**config.mk**
```make
export PLATFORM = sky130hd
export DESIGN_NAME = next_k_combination_generator
export DESIGN_NICKNAME = d
export VERILOG_FILES = /design/src/rtl/nkc_pkg.sv /design/src/rtl/nkc_limits.sv /design/src/rtl/next_k_combination_generator.sv
export SDC_FILE = /design/constraint.sdc
export NUM_CORES = 1
export LEC_CHECK = 0
export ABC_AREA = 1
export BUFFER_PORTS_ARGS = -buffer_cell sky130_fd_sc_hd__buf_2
export CAP_MARGIN = 25
export CORE_MARGIN = 3
export CORE_UTILIZATION = 55
export DETAILED_ROUTE_END_ITERATION = 16
export GPL_TIMING_DRIVEN = 0
export PLACE_DENSITY_LB_ADDON = 0.08
export SLEW_MARGIN = 20
export SYNTH_ARGS = -nofsm -noshare
export SYNTH_HDL_FRONTEND = slang
export SYNTH_SLANG_ARGS = --single-unit
```
**constraint.sdc**
```tcl
create_clock -name clk_i -period 6.55 [get_ports clk_i]
set_input_delay 0.655 -clock clk_i [delete_from_list [all_inputs] [get_ports clk_i]]
set_output_delay 0.655 -clock clk_i [all_outputs]
set_load 0.01 [all_outputs]
```
**src/rtl/nkc_pkg.sv**
```systemverilog
// Package for the next-k-combination generator: field widths, register
// indexes, operation codes and the effective configuration type.
// No dependencies.
`timescale 1ns / 1ps
`default_nettype none

package nkc_pkg;

  localparam int unsigned UNIV_W  = 11;  // universe_size register
  localparam int unsigned COUNT_W = 5;   // choose_count register
  localparam int unsigned POS_W   = 4;   // position field
  localparam int unsigned VAL_W   = 11;  // index value field
  localparam int unsigned CFG_IDX_W = 2;

  localparam logic [CFG_IDX_W-1:0] CFG_UNIVERSE = CFG_IDX_W'(0);
  localparam logic [CFG_IDX_W-1:0] CFG_CHOOSE   = CFG_IDX_W'(1);

  localparam logic OP_LOAD    = 1'b0;
  localparam logic OP_ADVANCE = 1'b1;

  // Effective universe size and choose count after clamping.
  typedef struct packed {
    logic [UNIV_W-1:0]  n;
    logic [COUNT_W-1:0] k;
  } eff_cfg_t;

endpackage

`default_nettype wire

```
**src/rtl/nkc_limits.sv**
```systemverilog
// Clamps the raw configuration registers into the effective universe size
// and choose count. Depends on nkc_pkg.
`timescale 1ns / 1ps
`default_nettype none

module nkc_limits #(
  parameter int unsigned MAX_CHOOSE   = 16,
  parameter int unsigned MAX_UNIVERSE = 1024
) (
  input  wire logic [nkc_pkg::UNIV_W-1:0]  univ_i,
  input  wire logic [nkc_pkg::COUNT_W-1:0] count_i,
  output nkc_pkg::eff_cfg_t                eff_o
);
  import nkc_pkg::*;

  logic [UNIV_W-1:0]  n;
  logic [COUNT_W-1:0] k;

  always_comb begin
    n = (univ_i == '0) ? UNIV_W'(1) : univ_i;
    if (32'(n) > MAX_UNIVERSE) begin
      n = UNIV_W'(MAX_UNIVERSE);
    end
    k = (count_i == '0) ? COUNT_W'(1) : count_i;
    if (32'(k) > MAX_CHOOSE) begin
      k = COUNT_W'(MAX_CHOOSE);
    end
    // never choose more than the universe holds
    if (UNIV_W'(k) > n) begin
      k = COUNT_W'(n);
    end
  end

  assign eff_o = '{n: n, k: k};

endmodule

`default_nettype wire

```
**src/rtl/next_k_combination_generator.sv**
```systemverilog
// Top level of the next-k-combination generator: stream ports, configuration
// registers, combination memory and sequencer. Depends on nkc_pkg, nkc_limits.
`timescale 1ns / 1ps
`default_nettype none

// Holds a strictly increasing combination of k one-based indices taken from
// 1..n in a small synchronous memory (one write port and one registered read
// port). A load request writes one position and gives no result. An advance
// request reads the last position, adds one and walks left one memory read
// per cycle while a position exceeds its ceiling n+1-k+pos; it then writes
// the refilled positions one per cycle and finally reads and emits all k
// positions, one result per cycle while the output side is ready. An advance
// thus steps through the carry walk, the refill and the emission in turn.
// A carry past the first position clamps to the final combination. The
// emitted more flag drops to 0 once the final combination is reached.
// Configuration is sampled combinationally and must only change while
// idle. The memory has no reset: reading a never-loaded position returns
// garbage.
module next_k_combination_generator #(
  parameter int unsigned MAX_CHOOSE   = 16,
  parameter int unsigned MAX_UNIVERSE = 1024
) (
  input  wire logic        clk_i,
  input  wire logic        rst_ni,
  // configuration write port
  input  wire logic                            cfg_we_i,
  input  wire logic [nkc_pkg::CFG_IDX_W-1:0]   cfg_idx_i,
  input  wire logic [nkc_pkg::UNIV_W-1:0]      cfg_data_i,
  // request stream
  input  wire logic        s_axis_tvalid,
  output      logic        s_axis_tready,
  input  wire logic [15:0] s_axis_tdata,   // [3:0] load_position, [14:4] load_value
  input  wire logic        s_axis_tuser,   // [0] op
  // result stream
  output      logic        m_axis_tvalid,
  input  wire logic        m_axis_tready,
  output      logic [15:0] m_axis_tdata,   // [3:0] position, [14:4] index_value
  output      logic        m_axis_tlast,
  output      logic        m_axis_tuser    // [0] more
);
  import nkc_pkg::*;

  localparam int unsigned AW = (MAX_CHOOSE > 1) ? $clog2(MAX_CHOOSE) : 1;
  localparam int unsigned VW = VAL_W + 1;  // room for the carry compare

  typedef enum logic [3:0] {
    S_IDLE  = 4'b0001,
    S_CARRY = 4'b0010,
    S_FILL  = 4'b0100,
    S_EMIT  = 4'b1000
  } state_e;

  state_e state_q, state_d;

  logic [UNIV_W-1:0]  univ_q;
  logic [COUNT_W-1:0] count_q;
  eff_cfg_t           eff;

  logic [COUNT_W-1:0] pos_cnt_q, pos_cnt_d;   // carry position, then refill position
  logic [COUNT_W-1:0] emit_q, emit_d;
  logic [VAL_W-1:0]   fill_v_q, fill_v_d;
  logic               more_q, more_d;
  logic               ovalid_q, ovalid_d;
  logic [POS_W-1:0]   opos_q;
  logic               olast_q;

  // combination memory
  logic [VAL_W-1:0] comb_mem [MAX_CHOOSE];
  logic [VAL_W-1:0] rd_q;
  logic             rd_en, wr_en;
  logic [AW-1:0]    rd_addr, wr_addr;
  logic [VAL_W-1:0] wr_data;

  logic               in_acc;
  logic [POS_W-1:0]   ld_pos;
  logic [VAL_W-1:0]   ld_val;
  logic [COUNT_W-1:0] k_last;
  logic [VW-1:0]      cur_v, ceil_v;
  logic               emit_issue;

  nkc_limits #(
    .MAX_CHOOSE   (MAX_CHOOSE),
    .MAX_UNIVERSE (MAX_UNIVERSE)
  ) u_limits (
    .univ_i  (univ_q),
    .count_i (count_q),
    .eff_o   (eff)
  );

  assign in_acc = s_axis_tvalid & s_axis_tready;
  assign ld_pos = s_axis_tdata[POS_W-1:0];
  assign ld_val = s_axis_tdata[POS_W+VAL_W-1:POS_W];
  assign k_last = eff.k - COUNT_W'(1);

  // incremented position against its ceiling n+1-k+pos
  assign cur_v  = {1'b0, rd_q} + VW'(1);
  assign ceil_v = VW'(eff.n) + VW'(1) - VW'(eff.k) + VW'(pos_cnt_q);

  // take the next result read when the output register frees up
  assign emit_issue = (state_q == S_EMIT) && (emit_q != eff.k) &&
                      (!ovalid_q || m_axis_tready);

  // accept only when no result is left waiting, as an advance reuses the read register
  assign s_axis_tready = (state_q == S_IDLE) && (!ovalid_q || m_axis_tready);

  always_comb begin
    state_d   = state_q;
    pos_cnt_d = pos_cnt_q;
    emit_d    = emit_q;
    fill_v_d  = fill_v_q;
    more_d    = more_q;
    rd_en     = 1'b0;
    rd_addr   = AW'(emit_q);
    wr_en     = 1'b0;
    wr_addr   = AW'(pos_cnt_q);
    wr_data   = fill_v_q;

    unique case (state_q)
      S_IDLE: begin
        if (in_acc) begin
          if (s_axis_tuser == OP_ADVANCE) begin
            // fetch the last position and start the carry walk
            rd_en     = 1'b1;
            rd_addr   = AW'(k_last);
            pos_cnt_d = k_last;
            state_d   = S_CARRY;
          end else if (32'(ld_pos) < MAX_CHOOSE) begin
            wr_en   = 1'b1;
            wr_addr = AW'(ld_pos);
            wr_data = ld_val;
          end
        end
      end

      S_CARRY: begin
        if (cur_v > ceil_v) begin
          if (pos_cnt_q == '0) begin
            // carried past the first position: clamp to the final combination
            more_d    = 1'b0;
            pos_cnt_d = '0;
            fill_v_d  = VAL_W'(VW'(eff.n) + VW'(1) - VW'(eff.k));
            state_d   = S_FILL;
          end else begin
            rd_en     = 1'b1;
            rd_addr   = AW'(pos_cnt_q - COUNT_W'(1));
            pos_cnt_d = pos_cnt_q - COUNT_W'(1);
          end
        end else begin
          wr_en   = 1'b1;
          wr_data = cur_v[VAL_W-1:0];
          more_d  = !((pos_cnt_q == '0) && (cur_v == ceil_v));
          if (pos_cnt_q == k_last) begin
            emit_d  = '0;
            state_d = S_EMIT;
          end else begin
            pos_cnt_d = pos_cnt_q + COUNT_W'(1);
            fill_v_d  = cur_v[VAL_W-1:0] + VAL_W'(1);
            state_d   = S_FILL;
          end
        end
      end

      S_FILL: begin
        // refill later positions consecutively
        wr_en     = 1'b1;
        pos_cnt_d = pos_cnt_q + COUNT_W'(1);
        fill_v_d  = fill_v_q + VAL_W'(1);
        if (pos_cnt_q == k_last) begin
          emit_d  = '0;
          state_d = S_EMIT;
        end
      end

      S_EMIT: begin
        if (emit_issue) begin
          rd_en  = 1'b1;
          emit_d = emit_q + COUNT_W'(1);
          if (emit_q == k_last) begin
            state_d = S_IDLE;
          end
        end
      end

      default: state_d = S_IDLE;
    endcase
  end

  always_comb begin
    ovalid_d = ovalid_q;
    if (emit_issue) begin
      ovalid_d = 1'b1;
    end else if (m_axis_tready) begin
      ovalid_d = 1'b0;
    end
  end

  always_ff @(posedge clk_i or negedge rst_ni) begin
    if (!rst_ni) begin
      state_q   <= S_IDLE;
      univ_q    <= UNIV_W'(16);
      count_q   <= COUNT_W'(4);
      pos_cnt_q <= '0;
      emit_q    <= '0;
      more_q    <= 1'b1;
      ovalid_q  <= 1'b0;
    end else begin
      state_q   <= state_d;
      pos_cnt_q <= pos_cnt_d;
      emit_q    <= emit_d;
      more_q    <= more_d;
      ovalid_q  <= ovalid_d;
      if (cfg_we_i) begin
        if (cfg_idx_i == CFG_UNIVERSE) begin
          univ_q <= cfg_data_i;
        end else if (cfg_idx_i == CFG_CHOOSE) begin
          count_q <= cfg_data_i[COUNT_W-1:0];
        end
      end
    end
  end

  // payload registers
  always_ff @(posedge clk_i) begin
    fill_v_q <= fill_v_d;
    if (emit_issue) begin
      opos_q  <= POS_W'(emit_q);
      olast_q <= (emit_q == k_last);
    end
  end

  // memory: one write port, one registered read port
  always_ff @(posedge clk_i) begin
    if (wr_en) begin
      comb_mem[wr_addr] <= wr_data;
    end
    if (rd_en) begin
      rd_q <= comb_mem[rd_addr];
    end
  end

  assign m_axis_tvalid = ovalid_q;
  assign m_axis_tdata  = {1'b0, rd_q, opos_q};
  assign m_axis_tlast  = olast_q;
  assign m_axis_tuser  = more_q;

endmodule

`default_nettype wire

```
==> results.md, run 1 <==
* Run status: finished with violations
* Failing checks: setup timing
* Area added between synthesis and finish at 29.2%
* Final routed wirelength across all metal layers at 36.6 mm
* Count of yosys warnings during synthesis at 0
* Io pins at 55
* Number of input and output port buffers inserted at between 50 and 60
* DIE AREA at around 25000 um2
* CTS H-Tree Depth at 1
* Ratio of cells with drive above 1 in the final layout at a little over a quarter
* Total number of vias at about 11000
* Maximum clock rate at about 140 MHz
* Number of vias per cell at between 5 and 6
* Tightest Hold Check Type: in -> async
* Unrepaired setup endpoints after global routing: true
* Final standard cell area without fillers at ~17000 um2
* Initial antenna violation count at 0
* Share of the synthesized area in the top cell type at between 40% and 50%
* Final clock skew at around 0.028 ns
* Number of buffers inserted for hold repair after clock tree synthesis at 0
* GP Congestion at about 0.9
* Post-detailed-route wirelength per cell at around 19 um
* Clock buffer depth at 3
* Clock latency at the later pin of the worst-skew pair at 0.56 ns
* CP Data Required Time at 6.84 ns
* DR iter-0 viols at between 800 and 900
* Post-DP HPWL at around 25 mm
* Post-layout worst setup margin at -0.802 ns
* Overall fraction of global-route tracks in use at 27.4%
* ANT nets after route at 0
* Filler cell count in the final layout at ~1600
* Number of rows in the core area at between 50 and 60
* CP Max Fanout at 10
* Avg Cell Area, Syn at between 9 and 10 um2
* Final max-slew violation count at 0
* EDFF count, synth at 203
* Number of buffers created by CTS at 26
* Die height at 159 um
* Overflow after GRT at 0
* Tcrit/Tclk final at 112%
* Placed standard-cell area at between 10000 and 15000 um2
* Synth top area cells: edfxtp_1 47%, nand2_1 6.4%, inv_1 5.9%, dfrtp_1 5.4%, a21oi_1 5.0%
* Pin count of the biggest net entering global routing at 33
* Capturing element type of the critical path: register
* Proportion of register bits with asynchronous set or reset after synthesis at between 10 and 15%
* Area leader, netlist: edfxtp_1
* First-pass GRT wire length at 54.9 mm
* Via count of the first global-routing pass at 10200
* Core Area at around 23000 um2
* Buffer type at the clock tree root: clkbuf_16
* Hold Vio Cnt, Final at 0
* Synth cell count leaders: 220 x nand2_1, 204 x inv_1, 203 x edfxtp_1, 129 x a21oi_1, 122 x nand3_1
* Cell count after synthesis at around 1400
* Slowest cell on the critical path: fa_2
* DR DRC count at 0
* Arrival time of data at the critical path endpoint at 7.65 ns
* Leading cell type by number of instances after synthesis: nand2_1
* Clock Sinks at around 240
* Setup violators final at 383
* Measured slew at the worst slew-check pin at about 1.1 ns
* Register clock-pin slew on the reported worst setup and hold paths at ~0.06 ns
* Number of iterations in the first detailed-routing pass at 6
* Final worst path period need at ~7.4 ns
* Starting Density at a little under three fifths
* Combined area of all synthesized cells at 12900 um2
* Number of max-cap violations at 0
* TritonCTS clock tree: yes
* Inserted Diodes at 0
* Category of the worst setup path launch point: register
* Register area share after synthesis at between 50% and 60%
* Nets at ~1600
* Post-synth net total at between 1000 and 1500
* Worst stage delay on the critical path at between 0.5 and 0.6 ns
* Distinct cell type count after synthesis at 57
* Normalized max-slew margin at ~27%
* Prevailing post-synth register cell: edfxtp_1
* X dimension of the die at ~160 um
* Worst setup path class: reg -> reg
* Number of register bits inferred by synthesis at 235
[cells in the final DEF, fill, tap and decap left out, types with 5 or more instances in the layout]
cell type	netlist	final
edfxtp_1	203	203
nand2_1	220	200
inv_1	204	192
a21oi_1	129	111
nand3_1	122	98
o21ai_1	46	66
buf_4	2	63
nor2_1	90	61
buf_2	15	57
o21ai_0	90	52
ha_1	46	37
nor2_4	4	29
buf_12	0	29
clkbuf_16	0	28
dfrtp_1	28	28
nand3_2	5	26
nand2_2	14	25
xor2_1	25	22
o21ai_2	2	17
nand2_4	9	16
buf_6	8	16
inv_2	8	15
a21oi_2	1	14
xnor2_1	12	11
clkbuf_1	18	11
nor2_2	5	10
ha_4	0	9
a21oi_4	2	7
clkbuf_4	0	7
nor3_1	9	7
clkinv_1	0	6
nand4_1	5	5
a32oi_4	0	5
o211ai_1	5	5
bufinv_16	0	5
[cells by family (layout without fill, tap and decap cells)]
logic type | count (synthesis) | after routing | share of synthesized area (%)
multiplexers | 4 | 4 | 0.348
adder cells (fa/ha/maj) | 48 | 48 | 4.76
buffers and inverters | 259 | 447 | 8.18
AO/OA/AOI/OAI | 305 | 305 | 12.9
flip-flops | 235 | 235 | 53.3
AND/OR/NAND/NOR | 498 | 499 | 17.9
XOR/XNOR | 37 | 37 | 2.50
other | 1 | 1 | 0.0290
[metal layers]
layer / vias to the layer above / GRT usage (%) / wire length [um]
met4: 0 / 10.7 / 1300
met5: - / 0 / 0
met3: 87 / 4.01 / 2520
met1: 5013 / 35.1 / 14400
li1: 5063 / - / -
met2: 465 / 47.3 / 18400
[stage by stage]
step           hold WS, ns  setup WS [ns]  utilization (%)  setup TNS, ns  cells
6_report             0.162         -0.802             73.2         -98.23   1889
3_3_place_gp         0.441          -2.03             61.0        -552.79   1752
5_1_grt              0.216          -1.30             73.2        -260.32   1889
4_1_cts              0.198         -0.517             70.1        -116.34   1860
2_1_floorplan        0.359         -0.104                -          -7.90   1387
3_5_place_dp         0.439          -1.78             61.1        -537.60   1753
[flip-flops by register name, summed over array words and instances (netlist names)]
name / count
rd_q: 11
fill_v_q: 11
m_axis_tuser: 1
state_q: 4
m_axis_tlast: 1
opos_q: 4
pos_cnt_q: 5
count_q: 5
emit_q: 5
univ_q: 11
comb_mem: 176
m_axis_tvalid: 1
[final timing paths]
check	startpoint	cells after the start	slack, ns	endpoint
worst max-delay path	univ_q[9]	50	-0.80	rd_q[0]
worst min-delay path	rst_ni	1	0.16	m_axis_tvalid
worst max register to register	univ_q[9]	50	-0.80	rd_q[0]
worst min register to register	m_axis_tuser	2	0.47	m_axis_tuser
max in group asynchronous	rst_ni	1	5.85	state_q[2]
min in group clk_i	cfg_data_i[7]	2	0.35	univ_q[7]
[area by class of cell]
class	count	area (um2)	area share, %
buffer	46	380	2.27
clock buffer	32	703	4.21
clock inverter	15	224	1.34
inverter	212	818	4.89
multi-input combinational	894	5940	35.5
sequential	235	6900	41.3
tap	313	392	2.34
timing repair buffer	142	1360	8.16
[critical path, delay by kind of cell, from the launching register on]
family                     cells  cell delay (ns)
and+or+nand+nor               25             2.71
adders and majority gates      6             1.78
buffers and inverters         13             1.35
AOI/OAI and AO/OA              5             0.71
DFF                            1             0.39
xor gates and xnor gates       1             0.15
[timing repair]
action                                  4_1_cts  5_1_grt
resized for setup                           124      100
gates cloned                                  3        2
pin swaps                                    81       53
hold endpoints to repair                      0        0
endpoints found under the setup margin      411      410
buffers inserted                             57       29
Power of run 1 is not shown: default switching activity piles up to over one toggle a cycle in this logic, so the estimate is an artifact.
==> run 2: changes to the inputs <==
CORE_ASPECT_RATIO = 0.9   (was unset)
==> run 2 against run 1 <==
  * The flow still finishes with violations (setup timing)
  * Global-route usage rose by 2.1 points
  * Critical path depth did not move
  * Final area rose by 3.5%
==> results.md, run 2 (synthesis results as in run 1) <==
* Number of rows in the core area at 52 (was 55)
* Maximum clock rate at 136 MHz (about the same)
* Final clock skew at 0.0167 ns (was 0.0280 ns)
* Beginning of the worst register-to-register path: univ_q[7] (was univ_q[9])
* Endpoint of the worst-slack reg-to-reg timing path: rd_q[10] (was rd_q[0])
* Worst setup path class: reg -> reg (unchanged)
* Tcrit/Tclk final at 112% (about the same)
* Overflow after GRT at 0 (unchanged)
* R2R setup slack at -0.81 ns (was -0.80 ns)
* Number of vias per cell at 5.82 (was 5.63)
* Unrepaired setup endpoints after global routing: true (unchanged)
* Total number of vias at 11000 (was 10600)
* Number of cells after detailed placement at 1737 (was 1753)
* CP Max Fanout at 10 (unchanged)
* Number of buffers created by CTS at 26 (unchanged)
* Capturing element type of the critical path: register (unchanged)
* GP Congestion at 0.962 (was 0.925)
* Io pins at 55 (unchanged)
* Measured slew at the worst slew-check pin at 1.02 ns (was 1.09 ns)
* Flip-flop count of the largest register, all copies and words added at 176 (unchanged)
* Final routed wirelength across all metal layers at 40.5 mm (was 36.6 mm)
* Hold Vio Cnt, Final at 0 (unchanged)
* Inserted Diodes at 0 (unchanged)
* TritonCTS clock tree: yes (unchanged)
* Register with the most flip-flops: comb_mem (unchanged)
* CTS H-Tree Depth at 1 (unchanged)
* Register clock-pin slew on the reported worst setup and hold paths at 0.07 ns (was 0.06 ns)
* Worst stage delay on the critical path at 0.40 ns (was 0.57 ns)
* Starting Density at 56.8% (was 56.6%)
* Category of the worst setup path launch point: register (unchanged)
* Via count of the first global-routing pass at 10300 (was 10200)
* Most numerous cell on the critical path: nand2_4
* First-pass GRT wire length at 57.7 mm (was 54.9 mm)
* Pin count of the biggest net entering global routing at 33 (unchanged)
* Tightest Hold Check Type: in -> async (unchanged)
* Number of iterations in the first detailed-routing pass at 6 (unchanged)
* Placed standard-cell area at 13900 um2 (about the same)
* Number of buffers inserted for hold repair after clock tree synthesis at 0 (unchanged)
* Clock Sinks at 235 (unchanged)
* Worst setup timing slack at the placement stage at -1.82 ns (was -1.78 ns)
* CP Data Required Time at 6.82 ns (was 6.84 ns)
* Ratio of cells with drive above 1 in the final layout at 31.0% (was 27.5%)
* Number of max-cap violations at 0 (unchanged)
* Die height at 152 um (was 159 um)
* Slowest cell on the critical path: dfrtp_1 (was fa_2)
* Post-detailed-route wirelength per cell at 21.3 um (was 19.4 um)
* Number of cell instances on the worst register-to-register path at 50 (unchanged)
* Most common library cell in the layout ignoring fill and taps: edfxtp_1 (unchanged)
* Top library cells by usage in the layout, fill and taps aside: 203 x edfxtp_1, 197 x nand2_1, 192 x inv_1 (was 203 x edfxtp_1, 200 x nand2_1, 192 x inv_1)
* Overall fraction of global-route tracks in use at 29.5% (was 27.4%)
* DIE AREA at 25400 um2 (about the same)
* Failing checks: setup timing (unchanged)
* Nets at 1666 (was 1640)
* Clock buffer depth at 3 (unchanged)
* Run status: finished with violations (unchanged)
* Final standard cell area without fillers at 17300 um2 (was 16700 um2)
* Post-layout worst setup margin at -0.810 ns (was -0.802 ns)
* X dimension of the die at 168 um (was 159 um)
* Non-filler instance count after layout at 1899 (was 1889)
* Core Area at 22800 um2 (about the same)
* DR iter-0 viols at 1414 (was 879)
* Normalized max-slew margin at 31.7% (was 26.9%)
* Initial antenna violation count at 0 (unchanged)
* Number of input and output port buffers inserted at 52 (unchanged)
* Buffer type at the clock tree root: clkbuf_16 (unchanged)
* Area added between synthesis and finish at 33.7% (was 29.2%)
* Final worst path period need at 7.36 ns (was 7.35 ns)
* Post-DP HPWL at 25.5 mm (was 24.7 mm)
* Final max-slew violation count at 0 (unchanged)
* DR DRC count at 0 (unchanged)
* Setup violators final at 387 (was 383)
* Arrival time of data at the critical path endpoint at 7.63 ns (was 7.65 ns)
* ANT nets after route at 0 (unchanged)
* Clock latency at the later pin of the worst-skew pair at 0.54 ns (was 0.56 ns)
==> run 2: cell count changes in the layout (fill, tap and decap cells not counted), moves of 4 or more <==
| cell | change |
|---|---|
| buf_4 | +7 |
| clkbuf_4 | -6 |
| o21ai_2 | +9 |
| clkbuf_1 | +4 |
| nand3_1 | -14 |
| nand3_2 | +13 |
| buf_6 | +15 |
| o21ai_4 | +4 |
| o21ai_0 | +7 |
| o21ai_1 | -20 |
| a21oi_2 | +7 |
| a21oi_1 | -7 |
==> run 2: metrics by stage <==
stage | hold WS [ns] | TNS (ns) | utilization, %
floorplan | 0.359 | -7.90 | -
global route | 0.251 | -250.49 | 76.0
finish | 0.201 | -119.97 | 76.0
CTS | 0.224 | -89.50 | 71.6
global placement | 0.447 | -506.28 | 61.1
detailed placement | 0.445 | -530.60 | 61.2
==> run 2: what timing repair did <==
| action | 4_1_cts | 5_1_grt |
|---|---|---|
| gates resized for setup | 152 | 152 |
| endpoints found under the hold margin | 0 | 0 |
| cloned | 3 | 6 |
| setup buffers | 74 | 33 |
| pin swaps | 61 | 56 |
| setup endpoints to repair | 411 | 410 |
==> run 2: how the worst max path moves through the flow <==
stage	from	end	slack (ns)	cells past startpoint
6_report	univ_q[7]	rd_q[10]	-0.81	50
3_5_place_dp	univ_q[6]	comb_mem[1][9]	-1.82	45
3_3_place_gp	univ_q[9]	comb_mem[3][0]	-1.95	42
4_1_cts	univ_q[8]	rd_q[9]	-0.65	53
2_1_floorplan	univ_q[6]	rd_q[5]	-0.10	54
5_1_grt	univ_q[7]	rd_q[6]	-1.18	54
==> run 2: final cells by class <==
class	instances	area [um2]
Tap cell	297	372
Clock inverter	14	170
Clock buffer	33	698
Sequential cell	235	6900
Multi-Input combinational cell	896	6270
Timing Repair Buffer	167	1640
Inverter	212	821
Buffer	45	432
Fill cell	1526	5470
==> run 2: worst max-delay path: cells and delay by family, from the launching register on <==
kind	cells	cell delay, ns
buf+inv	13	1.16
simple gates	21	2.24
compound gates	8	1.34
xor+xnor	2	0.33
fa+ha+maj	6	1.60
flops	1	0.40
==> run 2: per-layer routing <==
| layer | vias up | global-route usage (%) | routed length (um) |
|---|---|---|---|
| met5 | - | 0 | 18 |
| met2 | 570 | 44.6 | 18200 |
| li1 | 5118 | - | - |
| met4 | 2 | 9.00 | 1200 |
| met3 | 98 | 6.90 | 4260 |
| met1 | 5259 | 42.9 | 16800 |
Power of run 2 is left out for the same reason.
